File: src/design/cshx_pkg.sv
// cshx_pkg: shared types, constants and helper functions for the CRC-stamped
// Intel HEX encoder. Used by every module of the block; no dependencies.
`timescale 1ns / 1ps

package cshx_pkg;

  localparam int unsigned IMAGE_BYTES = 393216;

  localparam logic [31:0] CRC_INIT = 32'hFFFF_FFFF;
  localparam logic [31:0] CRC_POLY = 32'hEDB8_8320;

  localparam logic [6:0] CH_COLON = 7'h3A;
  localparam logic [6:0] CH_ZERO  = 7'h30;
  localparam logic [6:0] CH_ONE   = 7'h31;
  localparam logic [6:0] CH_TWO   = 7'h32;
  localparam logic [6:0] CH_FOUR  = 7'h34;
  localparam logic [6:0] CH_F     = 7'h46;
  localparam logic [6:0] CH_CR    = 7'h0D;
  localparam logic [6:0] CH_LF    = 7'h0A;

  // Text work for one image byte: which records to write and their values
  typedef struct packed {
    logic        ext;
    logic        hdr;
    logic        trl;
    logic        fin;
    logic [15:0] seg;
    logic [7:0]  ext_ck;
    logic [15:0] addr;
    logic [7:0]  data;
    logic [7:0]  rec_ck;
  } job_t;

  function automatic logic [31:0] crc32_step(input logic [31:0] crc, input logic [7:0] b);
    logic [31:0] c;
    c = crc ^ {24'd0, b};
    for (int k = 0; k < 8; k++) begin
      c = c[0] ? ((c >> 1) ^ CRC_POLY) : (c >> 1);
    end
    return c;
  endfunction

  function automatic logic [6:0] hex_char(input logic [3:0] v);
    logic [6:0] r;
    if (v < 4'd10) begin
      r = CH_ZERO + {3'd0, v};
    end else begin
      r = 7'h37 + {3'd0, v};
    end
    return r;
  endfunction

endpackage

File: src/design/cshx_front.sv
// cshx_front: image byte intake, CRC-32, offset and checksum tracking.
// Produces one registered job per byte for the character emitter. Uses cshx_pkg.
`timescale 1ns / 1ps

module cshx_front #(
  parameter int unsigned IMAGE_BYTES = cshx_pkg::IMAGE_BYTES
) (
  input  logic               clk,
  input  logic               rst,
  input  logic               in_valid,
  output logic               in_stall,
  input  logic [7:0]         data_byte,
  input  logic [31:0]        load_address,
  output logic               job_valid,
  output cshx_pkg::job_t     job,
  input  logic               take
);

  localparam int unsigned PosW = $clog2(IMAGE_BYTES);
  localparam logic [PosW-1:0] LastPos = PosW'(IMAGE_BYTES - 1);
  localparam logic [PosW-1:0] CrcEnd  = PosW'(IMAGE_BYTES - 4);

  logic [31:0]     crc;
  logic [PosW-1:0] pos;
  logic [7:0]      rec_sum;
  logic [15:0]     segment;

  logic            accept;
  logic [15:0]     seg_next;
  logic [7:0]      ck_base;
  logic [7:0]      b;
  logic [7:0]      rec_sum_next;
  logic [1:0]      tail;
  logic [31:0]     crc_out;
  cshx_pkg::job_t  job_next;

  assign in_stall = job_valid && !take;
  assign accept   = in_valid && !in_stall;

  always_comb begin
    seg_next = (pos == '0) ? load_address[31:16] : 16'(segment + 16'd1);
    ck_base  = (pos[3:0] == 4'd0) ? 8'(8'd16 + pos[15:8] + pos[7:0]) : rec_sum;
    tail     = 2'(LastPos[1:0] - pos[1:0]);
    crc_out  = ~crc;
    case (tail)
      2'd0:    b = crc_out[7:0];
      2'd1:    b = crc_out[15:8];
      2'd2:    b = crc_out[23:16];
      default: b = crc_out[31:24];
    endcase
    if (pos < CrcEnd) begin
      b = data_byte;
    end
    rec_sum_next = 8'(ck_base + b);

    job_next.ext    = (pos[15:0] == 16'd0);
    job_next.hdr    = (pos[3:0] == 4'd0);
    job_next.trl    = (pos[3:0] == 4'd15);
    job_next.fin    = (pos == LastPos);
    job_next.seg    = seg_next;
    job_next.ext_ck = 8'(8'd0 - 8'd6 - seg_next[15:8] - seg_next[7:0]);
    job_next.addr   = pos[15:0];
    job_next.data   = b;
    job_next.rec_ck = 8'(8'd0 - rec_sum_next);
  end

  always_ff @(posedge clk) begin
    if (rst) begin
      job_valid <= 1'b0;
      crc       <= cshx_pkg::CRC_INIT;
      pos       <= '0;
      rec_sum   <= 8'd0;
      segment   <= 16'd0;
    end else if (accept) begin
      job_valid <= 1'b1;
      if (pos == LastPos) begin
        crc     <= cshx_pkg::CRC_INIT;
        pos     <= '0;
        rec_sum <= 8'd0;
        segment <= 16'd0;
      end else begin
        if (pos < CrcEnd) begin
          crc <= cshx_pkg::crc32_step(crc, data_byte);
        end
        pos     <= pos + PosW'(1);
        rec_sum <= rec_sum_next;
        if (pos[15:0] == 16'd0) begin
          segment <= seg_next;
        end
      end
    end else if (take) begin
      job_valid <= 1'b0;
    end
  end

  always_ff @(posedge clk) begin
    if (accept) begin
      job <= job_next;
    end
  end

endmodule

File: src/design/cshx_emit.sv
// cshx_emit: walks the records of one job and drives one ASCII character per
// cycle into the output register while out_stall is low. Uses cshx_pkg.
`timescale 1ns / 1ps

module cshx_emit (
  input  logic               clk,
  input  logic               rst,
  input  logic               job_valid,
  input  cshx_pkg::job_t     job_in,
  output logic               take,
  output logic               out_valid,
  input  logic               out_stall,
  output logic [6:0]         out_char,
  output logic               run_last,
  output logic               image_done
);

  localparam logic [2:0] PH_EXT  = 3'd0;
  localparam logic [2:0] PH_HDR  = 3'd1;
  localparam logic [2:0] PH_BYTE = 3'd2;
  localparam logic [2:0] PH_TRL  = 3'd3;
  localparam logic [2:0] PH_FIN  = 3'd4;

  localparam logic [4:0] EXT_END  = 5'd16;
  localparam logic [4:0] HDR_END  = 5'd8;
  localparam logic [4:0] BYTE_END = 5'd1;
  localparam logic [4:0] TRL_END  = 5'd3;
  localparam logic [4:0] FIN_END  = 5'd12;

  logic           busy;
  cshx_pkg::job_t job;
  logic [2:0]     phase;
  logic [4:0]     idx;

  logic           adv;
  logic           phase_end;
  logic           has_next;
  logic           last;
  logic [2:0]     phase_next;
  logic [2:0]     start_phase;
  logic [6:0]     ch;

  assign adv  = !out_valid || !out_stall;
  assign last = phase_end && !has_next;
  assign take = job_valid && (!busy || (adv && last));

  assign start_phase = job_in.ext ? PH_EXT : (job_in.hdr ? PH_HDR : PH_BYTE);

  always_comb begin
    phase_end  = 1'b0;
    has_next   = 1'b0;
    phase_next = PH_BYTE;
    ch         = cshx_pkg::CH_ZERO;
    case (phase)
      PH_EXT: begin
        phase_end  = (idx == EXT_END);
        has_next   = 1'b1;
        phase_next = job.hdr ? PH_HDR : PH_BYTE;
        case (idx)
          5'd0:    ch = cshx_pkg::CH_COLON;
          5'd2:    ch = cshx_pkg::CH_TWO;
          5'd8:    ch = cshx_pkg::CH_FOUR;
          5'd9:    ch = cshx_pkg::hex_char(job.seg[15:12]);
          5'd10:   ch = cshx_pkg::hex_char(job.seg[11:8]);
          5'd11:   ch = cshx_pkg::hex_char(job.seg[7:4]);
          5'd12:   ch = cshx_pkg::hex_char(job.seg[3:0]);
          5'd13:   ch = cshx_pkg::hex_char(job.ext_ck[7:4]);
          5'd14:   ch = cshx_pkg::hex_char(job.ext_ck[3:0]);
          5'd15:   ch = cshx_pkg::CH_CR;
          5'd16:   ch = cshx_pkg::CH_LF;
          default: ch = cshx_pkg::CH_ZERO;
        endcase
      end
      PH_HDR: begin
        phase_end  = (idx == HDR_END);
        has_next   = 1'b1;
        phase_next = PH_BYTE;
        case (idx)
          5'd0:    ch = cshx_pkg::CH_COLON;
          5'd1:    ch = cshx_pkg::CH_ONE;
          5'd3:    ch = cshx_pkg::hex_char(job.addr[15:12]);
          5'd4:    ch = cshx_pkg::hex_char(job.addr[11:8]);
          5'd5:    ch = cshx_pkg::hex_char(job.addr[7:4]);
          5'd6:    ch = cshx_pkg::hex_char(job.addr[3:0]);
          default: ch = cshx_pkg::CH_ZERO;
        endcase
      end
      PH_BYTE: begin
        phase_end  = (idx == BYTE_END);
        has_next   = job.trl || job.fin;
        phase_next = job.trl ? PH_TRL : PH_FIN;
        ch = (idx == 5'd0) ? cshx_pkg::hex_char(job.data[7:4])
                           : cshx_pkg::hex_char(job.data[3:0]);
      end
      PH_TRL: begin
        phase_end  = (idx == TRL_END);
        has_next   = job.fin;
        phase_next = PH_FIN;
        case (idx)
          5'd0:    ch = cshx_pkg::hex_char(job.rec_ck[7:4]);
          5'd1:    ch = cshx_pkg::hex_char(job.rec_ck[3:0]);
          5'd2:    ch = cshx_pkg::CH_CR;
          default: ch = cshx_pkg::CH_LF;
        endcase
      end
      PH_FIN: begin
        phase_end = (idx == FIN_END);
        case (idx)
          5'd0:    ch = cshx_pkg::CH_COLON;
          5'd8:    ch = cshx_pkg::CH_ONE;
          5'd9:    ch = cshx_pkg::CH_F;
          5'd10:   ch = cshx_pkg::CH_F;
          5'd11:   ch = cshx_pkg::CH_CR;
          5'd12:   ch = cshx_pkg::CH_LF;
          default: ch = cshx_pkg::CH_ZERO;
        endcase
      end
      default: begin
        phase_end = 1'b1;
      end
    endcase
  end

  always_ff @(posedge clk) begin
    if (rst) begin
      busy      <= 1'b0;
      out_valid <= 1'b0;
      phase     <= PH_EXT;
      idx       <= 5'd0;
    end else begin
      if (adv) begin
        out_valid <= busy;
      end
      if (take) begin
        busy  <= 1'b1;
        phase <= start_phase;
        idx   <= 5'd0;
      end else if (adv && busy) begin
        if (last) begin
          busy <= 1'b0;
        end else if (phase_end) begin
          phase <= phase_next;
          idx   <= 5'd0;
        end else begin
          idx <= idx + 5'd1;
        end
      end
    end
  end

  always_ff @(posedge clk) begin
    if (take) begin
      job <= job_in;
    end
    if (adv && busy) begin
      out_char   <= ch;
      run_last   <= last;
      image_done <= (phase == PH_FIN) && phase_end;
    end
  end

endmodule

File: src/design/crc_stamped_intel_hex_encoder.sv
// crc_stamped_intel_hex_encoder: top level of the CRC-stamped Intel HEX encoder.
// Holds the load address register; instantiates cshx_front and cshx_emit.
//
//   channel | signals                                  | direction
//   --------+------------------------------------------+----------
//   in      | in_valid, in_stall, data_byte            | byte in
//   out     | out_valid, out_stall, out_char,          | char out
//           | run_last, image_done                     |
//   cfg     | cfg_valid, cfg_ready, start_address      | write in
//
// One character leaves per cycle while out_stall is low; a byte causes 2 or more
// characters at the output register (about 3 on average).
// A new byte can enter before the previous byte's text is out; it is held in the
// job register while the emitter finishes the previous byte's text.
// Reset is synchronous; it clears the load address, CRC and position.
// out_stall holds the output character; in_stall rises while a job waits.
`timescale 1ns / 1ps

module crc_stamped_intel_hex_encoder #(
  parameter int unsigned IMAGE_BYTES = cshx_pkg::IMAGE_BYTES
) (
  input  logic        clk,
  input  logic        rst,
  input  logic        in_valid,
  output logic        in_stall,
  input  logic [7:0]  data_byte,
  output logic        out_valid,
  input  logic        out_stall,
  output logic [6:0]  out_char,
  output logic        run_last,
  output logic        image_done,
  input  logic        cfg_valid,
  output logic        cfg_ready,
  input  logic [31:0] start_address
);

  logic [31:0]    load_address;
  logic           job_valid;
  logic           take;
  cshx_pkg::job_t job;

  assign cfg_ready = 1'b1;

  always_ff @(posedge clk) begin
    if (rst) begin
      load_address <= 32'd0;
    end else if (cfg_valid && cfg_ready) begin
      load_address <= start_address;
    end
  end

  cshx_front #(
    .IMAGE_BYTES(IMAGE_BYTES)
  ) u_front (
    .clk          (clk),
    .rst          (rst),
    .in_valid     (in_valid),
    .in_stall     (in_stall),
    .data_byte    (data_byte),
    .load_address (load_address),
    .job_valid    (job_valid),
    .job          (job),
    .take         (take)
  );

  cshx_emit u_emit (
    .clk        (clk),
    .rst        (rst),
    .job_valid  (job_valid),
    .job_in     (job),
    .take       (take),
    .out_valid  (out_valid),
    .out_stall  (out_stall),
    .out_char   (out_char),
    .run_last   (run_last),
    .image_done (image_done)
  );

endmodule

File: config.mk
export PLATFORM = sky130hd
export DESIGN_NAME = crc_stamped_intel_hex_encoder
export DESIGN_NICKNAME = d
export VERILOG_FILES = /design/src/design/cshx_pkg.sv /design/src/design/cshx_front.sv /design/src/design/cshx_emit.sv /design/src/design/crc_stamped_intel_hex_encoder.sv
export SDC_FILE = /design/constraint.sdc
export NUM_CORES = 1
export LEC_CHECK = 0
export BUFFER_PORTS_ARGS = -buffer_cell sky130_fd_sc_hd__buf_2
export CAP_MARGIN = 20
export CORE_UTILIZATION = 55
export CTS_BUF_LIST = sky130_fd_sc_hd__clkbuf_16
export DETAILED_ROUTE_END_ITERATION = 8
export HOLD_SLACK_MARGIN = 0.08
export PLACE_DENSITY = 0.79
export SYNTH_ARGS = -nofsm -noshare
export SYNTH_HDL_FRONTEND = slang
export SYNTH_SLANG_ARGS = --single-unit
File: constraint.sdc
create_clock -name clk -period 4.4 [get_ports clk]
set_input_delay 0.44 -clock clk [delete_from_list [all_inputs] [get_ports clk]]
set_output_delay 0.44 -clock clk [all_outputs]
set_load 0.005 [all_outputs]
==> summary.md <==
| Metric | Value |
|---|---|
| Status | `finished, final reports clean` |
| Maximum clock skew at final layout | `0.0254 ns` |
| GRT Resource Usage Total | `24.8%` |
| Buffers added on ports | `39` |
| Syn Area/Cell | `9.69 sq um` |
| Number of vias in the routed layout | `10000` |
| Wire length of the first global-routing pass | `47.5 mm` |
| Share of the clock period used by the worst path after layout | `96.9%` |
| Number of flops mapped to enable cells by yosys | `128` |
| Hold path endpoint | `load_address[26]` |
| CP endpoint kind | `register` |
| CP arrival | `4.55 ns` |
| Number of DRC violations after detailed routing | `0` |
| Worst setup timing slack at the placement stage | `0.0371 ns` |
| Sum of net half-perimeters after detailed placement | `21.3 mm` |
| CTS root buf | `sky130_fd_sc_hd__clkbuf_16` |
| Area after detailed placement | `13300 sq um` |
| Initial Utilization | `56.2%` |
| Maximum number of pins on one net before global-route repair | `64` |
| Die area | `23700 sq um` |
| CTS Buffer Depth | `3` |
| Remaining number of nets flagged by the antenna check after routing | `0` |
| Sinks on the clock net | `230` |
| Hold Path Stages | `3` |
| Required time of the critical path | `4.68 ns` |
| Clock buffers created by TritonCTS | `24` |
| Overflow after GRT | `0` |
| Syn Inst Count | `1312` |
| Slew @ Worst Pin | `1.03 ns` |
| DIE WIDTH | `154 microns` |
| Worst Slack Setup Final | `0.135 ns` |
| Cell Count, Final, Fillers Out | `1661` |
| Slew headroom | `30.8%` |
| Fraction of layout cells with a size suffix above 1 | `9.45%` |
| Area occupied by registers | `5890 sq um` |
| Clock-pin slew on the worst setup and hold paths | `0.06 ns` |
| Most used flip-flop cell after synthesis | `sky130_fd_sc_hd__edfxtp_1` |
| Area of the mapped netlist | `12700 sq um` |
| Std-Cell Core Area | `22600 sq um` |
| Worst-skew pair later-pin latency | `0.54 ns` |
| Depth of the worst register-to-register path | `16` |
| Max-slew violation total from the final report | `0` |
| Final-report setup violation count | `0` |
| Post-synth cell types | `72` |
| Count of hold buffers inserted by post-cts repair | `0` |
| Final critical-path required period | `4.26 ns` |
| Detailed-routing iteration count for the pre-antenna-repair pass | `5` |
| Post-Synthesis Net Count | `1419` |
| Site Rows | `55` |
| R2R Path Start | `u_front.pos[14]` |
| Combined area of the multi-input logic cells | `6330 sq um` |
| Synth-to-layout area growth | `11.3%` |
| Power per standard cell area | `474 nW/um^2` |
| CTS tree | `yes` |
| Reg2reg setup slack | `0.14 ns` |
| Final routed wire length divided by cell count | `17.7 microns` |
| Number of warnings printed during yosys synthesis | `0` |
| Total design power | `0.00671 W` |
| I/O pin cnt | `57` |
| Antenna diodes | `0` |
| Max-capacitance violation count | `0` |
| Startpoint of the worst hold path | `start_address[26]` |
| Vias per Instance | `6.03` |
| Post-CTS repair timing setup buffer count | `0` |
| Final Instance Area | `14100 sq um` |
| Endpoint of the most critical register-to-register path | `u_front.job[39]` |
| Async set or reset register ratio after synthesis | `0%` |
| Type of origin of the critical path | `register` |
| Sequential fraction of the synthesis area | `46.3%` |
| Die extent in y | `154 microns` |
| Placed Cells | `1615` |
| Post-synthesis sequential element count | `230` |
| Via count of the first global-routing pass | `9433` |
| Initial antenna violation count | `0` |
| Critical Setup Path Class | `reg -> reg` |
| Critical Path Fanout Max | `15` |
| Net count of the finished layout | `1465` |
| Leak pwr | `5.37 nW` |
| Routability cong. | `0.913` |
| Filler cells | `1794` |
| H-tree levels | `1` |
| F_max | `0.234 GHz` |
| Final wirelength | `29.3 mm` |
| Max IR drop VDD | `0.000434 V` |
| Final Hold Viols | `0` |
| Type of the tightest min-delay check | `in -> reg` |
| Number of DRC violations after detailed-routing iteration 0 | `864` |
[timing repair]
action | in CTS | in global routing
gates resized for setup | 1 | 2
gates cloned | 0 | 0
endpoints found under the setup margin | 1 | 1
pin swaps | 0 | 0
[sequential cells by signal, indices dropped and copies added (netlist names), 3 cells and up]
| name | count |
|---|---|
| u_front.rec_sum | 8 |
| u_emit.job | 59 |
| u_emit.phase | 3 |
| load_address | 16 |
| u_front.crc | 32 |
| u_emit.out_char | 7 |
| u_front.pos | 19 |
| u_front.job | 60 |
| u_emit.idx | 5 |
| u_front.segment | 16 |
[worst max-delay path, stage by stage (launching register included)]
cell and delay (ns):
sky130_fd_sc_hd__dfxtp_1 0.42, sky130_fd_sc_hd__nor4_2 0.35, sky130_fd_sc_hd__nand4_1 0.27, sky130_fd_sc_hd__or4_4 0.59, sky130_fd_sc_hd__mux2_2 0.30, sky130_fd_sc_hd__inv_1 0.05, sky130_fd_sc_hd__ha_1 0.30, sky130_fd_sc_hd__ha_1 0.24
sky130_fd_sc_hd__inv_1 0.08, sky130_fd_sc_hd__fa_1 0.20, sky130_fd_sc_hd__nor2b_1 0.06, sky130_fd_sc_hd__o21a_1 0.18, sky130_fd_sc_hd__o21ai_0 0.17, sky130_fd_sc_hd__nand2b_1 0.09, sky130_fd_sc_hd__a21oi_1 0.24, sky130_fd_sc_hd__xnor3_1 0.30
sky130_fd_sc_hd__xor2_1 0.17
[final cells by class]
cell class | instances | area share [%]
timing repair buffer | 72 | 3.13
clock inverter | 20 | 1.64
sequential | 230 | 41.6
inverter | 80 | 2.12
clock buffer | 24 | 4.25
multi-input combinational | 950 | 44.7
tap | 285 | 2.52
[stage by stage]
step / hold slack [ns] / utilization [%] / TNS (ns)
after floorplan: 0.400 / - / 0
after global routing: 0.123 / 62.5 / -0.0602
after global placement: 0.401 / 58.7 / 0
final: 0.137 / 62.5 / 0
after CTS: 0.121 / 62.4 / 0
after detailed placement: 0.405 / 58.7 / 0
[placed cells by master (no fill, tap or decap), drive strengths merged, types with 19 or more instances in the layout]
| cell type | synthesis | layout |
|---|---|---|
| a22oi | 29 | 29 |
| nor2 | 123 | 123 |
| dfxtp | 102 | 102 |
| edfxtp | 128 | 128 |
| xor2 | 41 | 41 |
| clkbuf | 37 | 24 |
| a21oi | 108 | 108 |
| o21ai | 68 | 68 |
| inv | 79 | 82 |
| ha | 59 | 59 |
| buf | 15 | 72 |
| nor3 | 29 | 29 |
| xnor2 | 91 | 91 |
| mux2i | 19 | 19 |
| nand2 | 90 | 90 |
| nand3 | 36 | 36 |
| nor2b | 30 | 30 |
[synthesized netlist by cell type (all sizes together), types with 9 or more instances]
| master | n | area (sq um) |
|---|---|---|
| o211ai | 9 | 67.6 |
| nand4 | 10 | 62.6 |
| mux2i | 19 | 190 |
| nand2 | 90 | 338 |
| edfxtp | 128 | 3840 |
| dfxtp | 102 | 2040 |
| a21oi | 108 | 541 |
| clkbuf | 37 | 139 |
| a21o | 9 | 67.6 |
| nand3 | 36 | 180 |
| o21bai | 9 | 67.6 |
| o31ai | 12 | 90.1 |
| a31oi | 12 | 90.1 |
| a211oi | 15 | 113 |
| inv | 79 | 297 |
| a22oi | 29 | 218 |
| nor2 | 123 | 462 |
| a211o | 11 | 96.3 |
| nor3 | 29 | 145 |
| xor2 | 41 | 359 |
| ha | 59 | 738 |
| buf | 15 | 87.6 |
| o22ai | 15 | 93.8 |
| o22a | 10 | 87.6 |
| nor2b | 30 | 188 |
| o21ai | 68 | 340 |
| xnor2 | 91 | 797 |
| nand2b | 12 | 75.1 |
[cells by family (layout without fill, tap and decap cells)]
group | Yosys count | count (layout) | share of synthesized area [%]
multiplexers | 22 | 22 | 1.76
flip-flops | 230 | 230 | 46.3
adder cells (fa/ha/maj) | 62 | 62 | 6.28
AO/OA/AOI/OAI | 346 | 346 | 17.6
buffers and inverters | 132 | 196 | 4.14
AND/OR/NAND/NOR | 386 | 386 | 14.6
other | 1 | 1 | 0.0295
XOR/XNOR | 133 | 133 | 9.27
[worst max path at each step]
stage,to,cells after the start,startpoint
floorplan,u_front.pos[14],11,u_emit.idx[1]
global placement,u_front.job[39],15,u_front.pos[14]
detailed placement,u_front.job[39],15,u_front.pos[14]
CTS,u_front.job[39],15,u_front.pos[14]
global route,u_front.job[39],16,u_front.pos[14]
finish,u_front.job[39],16,u_front.pos[14]
[per-layer routing]
layer | GRT usage [%] | share of wire, % | up-vias
met3 | 3.33 | 5.8 | 76
met2 | 40.8 | 47 | 357
met4 | 9.43 | 3.2 | 0
li1 | - | - | 4848
met1 | 33.3 | 44 | 4734
met5 | 0 | 0 | -
[power by group]
part           internal (W)  leakage, nW  total [W]  switching, W
logic              0.000829         2.89    0.00183       0.00101
clock network       0.00124        0.409    0.00209      0.000849
registers           0.00259         2.07    0.00278      0.000191
No activity file was read; power rests on OpenSTA's default activity.
